--- config.mk ---
export PLATFORM = sky130hd
export DESIGN_NAME = vrrf_ctrl
export DESIGN_NICKNAME = d
export VERILOG_FILES = /design/src/rtl/vrrf_pkg.sv /design/src/rtl/vrrf_ctrl.sv
export SDC_FILE = /design/constraint.sdc
export NUM_CORES = 1
export LEC_CHECK = 0
export ABC_AREA = 1
export BUFFER_PORTS_ARGS = -buffer_cell sky130_fd_sc_hd__buf_2
export CORE_AREA = 2 2 39 41
export CTS_BUF_LIST = sky130_fd_sc_hd__clkbuf_4 sky130_fd_sc_hd__clkbuf_8
export CTS_CLUSTER_DIAMETER = 100
export DETAILED_ROUTE_END_ITERATION = 12
export DIE_AREA = 0 0 41 43
export HOLD_SLACK_MARGIN = 0.1
export REMOVE_ABC_BUFFERS = 1
export SLEW_MARGIN = 20
export SYNTH_ARGS = -nofsm -noshare
export SYNTH_HDL_FRONTEND = slang
export SYNTH_SLANG_ARGS = --single-unit
--- constraint.sdc ---
create_clock -name clk -period 1.31 [get_ports clk]
set_input_delay 0.0655 -clock clk [delete_from_list [all_inputs] [get_ports clk]]
set_output_delay 0.0655 -clock clk [all_outputs]
set_load 0.01 [all_outputs]
--- src/rtl/vrrf_pkg.sv ---
`timescale 1ns / 1ps
`default_nettype none

package vrrf_pkg;

    localparam int CAPACITY     = 1024;
    localparam int MAX_RECORD   = 64;
    localparam int HEADER_BYTES = 4;

    localparam int ADDR_W = $clog2(CAPACITY);
    localparam int FREE_W = $clog2(CAPACITY + 1);
    localparam int SUM_W  = ((ADDR_W > 8) ? ADDR_W : 8) + 1;

    // Request kinds
    localparam logic [1:0] REQ_PUSH  = 2'd0;
    localparam logic [1:0] REQ_POP   = 2'd1;
    localparam logic [1:0] REQ_CLEAR = 2'd2;

    // Result status codes
    localparam logic [1:0] STAT_OK    = 2'd0;
    localparam logic [1:0] STAT_FULL  = 2'd1;
    localparam logic [1:0] STAT_EMPTY = 2'd2;
    localparam logic [1:0] STAT_SEQ   = 2'd3;

    typedef enum logic [3:0] {
        OP_NONE,
        OP_PUSH,
        OP_PUSH_DATA,
        OP_CLEAR,
        OP_SEQ_ERR,
        OP_POP_EMPTY,
        OP_POP_HDR,
        OP_POP_LEN,
        OP_POP_BYTE
    } dp_op_t;

    typedef struct packed {
        logic   latch_in;
        dp_op_t op;
    } dp_cmd_t;

    typedef struct packed {
        logic       out_free;
        logic [1:0] req;
        logic       push_hdr;
        logic       pop_empty;
        logic       push_open;
        logic       pop_zero;
        logic       pop_last;
    } dp_stat_t;

    // Advance a store pointer by k bytes, wrapping at the store end (sum below twice capacity)
    function automatic logic [ADDR_W-1:0] wrap_add(input logic [ADDR_W-1:0] p,
                                                   input logic [7:0] k);
        logic [SUM_W-1:0] s;
        s = SUM_W'(p) + SUM_W'(k);
        if (s >= SUM_W'(CAPACITY))
        begin
            s = s - SUM_W'(CAPACITY);
        end
        return s[ADDR_W-1:0];
    endfunction

endpackage

`default_nettype wire

--- src/rtl/vrrf_ctrl.sv ---
`timescale 1ns / 1ps
`default_nettype none

module vrrf_ctrl
    import vrrf_pkg::*;
(
    input  wire logic     clk,
    input  wire logic     rst_n,
    input  wire logic     s_tvalid,
    output logic          s_tready,
    input  wire dp_stat_t stat,
    output dp_cmd_t       cmd
);

    typedef enum logic [2:0] {
        S_IDLE,
        S_EXEC,
        S_PUSH_DATA,
        S_POP_LEN,
        S_POP_BYTE
    } state_t;

    state_t state_reg;
    state_t state_next;

    assign s_tready = (state_reg == S_IDLE);

    always_comb
    begin
        state_next   = state_reg;
        cmd.latch_in = 1'b0;
        cmd.op       = OP_NONE;
        case (state_reg)
            S_IDLE:
            begin
                if (s_tvalid)
                begin
                    cmd.latch_in = 1'b1;
                    state_next   = S_EXEC;
                end
            end
            S_EXEC:
            begin
                if (stat.out_free)
                begin
                    case (stat.req)
                        REQ_PUSH:
                        begin
                            cmd.op     = OP_PUSH;
                            state_next = stat.push_hdr ? S_PUSH_DATA : S_IDLE;
                        end
                        REQ_POP:
                        begin
                            if (stat.pop_empty)
                            begin
                                cmd.op     = OP_POP_EMPTY;
                                state_next = S_IDLE;
                            end
                            else if (stat.push_open)
                            begin
                                cmd.op     = OP_SEQ_ERR;
                                state_next = S_IDLE;
                            end
                            else
                            begin
                                cmd.op     = OP_POP_HDR;
                                state_next = S_POP_LEN;
                            end
                        end
                        REQ_CLEAR:
                        begin
                            cmd.op     = OP_CLEAR;
                            state_next = S_IDLE;
                        end
                        default:
                        begin
                            cmd.op     = OP_SEQ_ERR;
                            state_next = S_IDLE;
                        end
                    endcase
                end
            end
            S_PUSH_DATA:
            begin
                cmd.op     = OP_PUSH_DATA;
                state_next = S_IDLE;
            end
            S_POP_LEN:
            begin
                cmd.op     = OP_POP_LEN;
                state_next = stat.pop_zero ? S_IDLE : S_POP_BYTE;
            end
            S_POP_BYTE:
            begin
                if (stat.out_free)
                begin
                    cmd.op = OP_POP_BYTE;
                    if (stat.pop_last)
                    begin
                        state_next = S_IDLE;
                    end
                end
            end
            default:
            begin
                state_next = S_IDLE;
            end
        endcase
    end

    always_ff @(posedge clk or negedge rst_n)
    begin
        if (!rst_n)
        begin
            state_reg <= S_IDLE;
        end
        else
        begin
            state_reg <= state_next;
        end
    end

endmodule

`default_nettype wire

==> impl_metrics.yaml <==
hold_path:
  hp-class: "in2reg"
sta:
  post-route-period-util_pct: 93.9
  maxSlewHeadroom_pct: 86.1
  hold_viol: 0
  fmax_mhz: 813
  finalSetupViolations: 0
  final_max_slew_viol_count: 0
  rsz0062_at_grt: "true"
  skew_ns: 0.00155
  layout_min_cycle_time_ns: 1.23
  worst_slack_ns: 0.0800
  worst_slew_pin_slew_ns: 0.208
  fin_tns_setup_ns: 0
logic_synthesis:
  syn_area_um2: 278
  synth_seq_cells: 3
  synth_top_cell_by_area: "dfrtp_1"
  netlist_instances: 53
  yosys_warnings: 0
  avgSynthCellArea_um2: 5.24
  synth_area_leaders: "dfrtp_1 (27%), nand2_1 (24%), inv_1 (14%), nor2_1 (12%), nand3_1 (7.2%)"
  synth_cell_types: 9
  synth-seq-area-share_pct: 27.0
  synth_top_area_share_pct: 27.0
layout:
  largest_reg_flops: 3
  final_cell_mix: "nand2_1 (17), buf_2 (16), inv_1 (10)"
  final_common_cell: "nand2_1"
  drive_gt1_share_pct: 33.8
  antennaDiodeCount: 0
  syn_to_final_growth_pct: 52.7
  fillers: 161
  nets: 86
worst_setup_path:
  r2r-end: "state_reg[0]"
  crit_top_cell: "nor2_1"
  cpMaxStageDelayCell: "dfrtp_1"
  r2r-start: "state_reg[2]"
  crit_end: "cmd[4]"
  critPathLaunch: "state_reg[1]"
  reg2regPathDepth: 7
  reg2reg_slack_ns: 0.27
  worstPathCellList: "nor2_1 > nand2_1 > nor2_1 > buf_2"
  crit_buf_inv: 1
  crit_family: "flip-flops"
  required_ns: 1.24
  arrival_ns: 1.16
  cp-end-kind: "output port"
  cp_slowest_stage_delay_ns: 0.41
  worst-path-max-fanout: 4
  crit_path_start_kind: "flop"
  path_class: "reg2out"
  crit_cells: 4
pwr:
  p_leak_nw: 0.267
  power.density_nw_per_um2: 1480
  ir_drop_v: 0.000495
clocking:
  cts_tree: "yes"
  cts_buffers: 3
  clockBufferDepth: 2
  cts_max_level: 1
  clk_pin_slew_ns: 0.04
  cts.sinks: 3
  post_cts_buffers: 0
  clk_latency_ns: 0.24
  cts_root_buf: "clkbuf_4"
detailed_routing:
  wirelength_um: 684
  post-route-drc-count: 0
  wl_per_cell_um: 7.60
  route.vias.total: 365
  via_per_inst: 4.06
  drt_pass1_iterations: 4
  drt_iter0_drc: 6
  drtAntennaViolNets: 0
global_route:
  overflow: 0
  grt_first_pass_wirelength_mm: 1.09
  grt_max_degree: 6
  grt_pass1_vias: 298
  grt_usage_pct: 9.67
  antenna_found_initial: 0
die:
  core_um2: 1380
  io_pins: 17
  dieArea_um2: 1760
  die_y_um: 43
  die_w_um: 41
  rows: 14
  initial_core_util_pct: 20.1
placed_design:
  place.gp.congestion: 0.754
  io_buffers: 16
  dp_hpwl_um: 605
  place_ws_ns: 0.250
run:
  cap_violations: 0
outcome:
  status: "completed"
[how the worst min path moves through the flow]
stage	startpoint	to	cells after the start
CTS	stat[1]	state_reg[2]	3
finish	stat[1]	state_reg[2]	3
global placement	rst_n	state_reg[1]	1
global route	stat[1]	state_reg[2]	3
floorplan	rst_n	state_reg[0]	0
detailed placement	rst_n	state_reg[1]	1
[worst reg2reg max path, stage by stage (launching register included)]
cell and delay (ns):
dfrtp_2 0.43, inv_2 0.08, nand2_1 0.05, nor2_1 0.17
nand2_1 0.08, nand2_1 0.06, nand3_1 0.06, nand2_1 0.06
[repair_timing]
| action | 4_1_cts | 5_1_grt |
|---|---|---|
| hold buffers | 1 | 0 |
| endpoints found under the setup margin | 0 | 4 |
| gates resized for setup | 0 | 5 |
| hold endpoints to repair | 3 | 0 |
[synth_stat cells, drive strengths merged]
cell / n
a21oi: 2
dfrtp: 3
inv: 12
nand2: 18
nand3: 4
nor2: 9
o21ai: 4
or2: 1
[final cells by class]
class | count | area, um2 | area share (%)
inverter | 12 | 45.0 | 10.6
clock buffer | 4 | 30.0 | 7.08
tap | 16 | 20.0 | 4.72
multi-input combinational | 38 | 163 | 38.3
sequential | 3 | 76.3 | 18.0
timing repair buffer | 17 | 90.1 | 21.2
[stage by stage]
| step | instances | power (mW) | utilization, % | area [um2] | hold WS, ns |
|---|---|---|---|---|---|
| finish | 90 | 0.628 | 30.7 | 424 | 0.103 |
| detailed placement | 85 | 0.437 | 27.3 | 378 | -0.136 |
| CTS | 90 | 0.634 | 30.2 | 418 | 0.116 |
| global placement | 85 | 0.440 | 27.3 | 378 | -0.134 |
| global route | 90 | 0.698 | 30.7 | 424 | 0.110 |
| floorplan | 53 | 0.340 | - | 278 | -0.230 |
[metal layers]
metal  routed length, um  share of wire (%)  track usage (%)
met1                 318                 46             9.74
met2                 311                 45             14.1
met3                  46                6.7             4.71
met4                   8                1.2             8.00
met5                   0                  0                0
[power by group]
part / internal [mW] / switching [mW]
Clock: 0.135 / 0.0499
Sequential: 0.116 / 0.0295
Combinational: 0.118 / 0.180
[logic make-up (layout without fill, tap and decap cells)]
logic type	after synthesis	after routing	share of synthesized area, %
AO/OA/AOI/OAI	6	6	10.8
buffers and inverters	12	33	16.2
flip-flops	3	3	27.0
AND/OR/NAND/NOR	32	32	45.9
(Power assumes the default switching activity.)
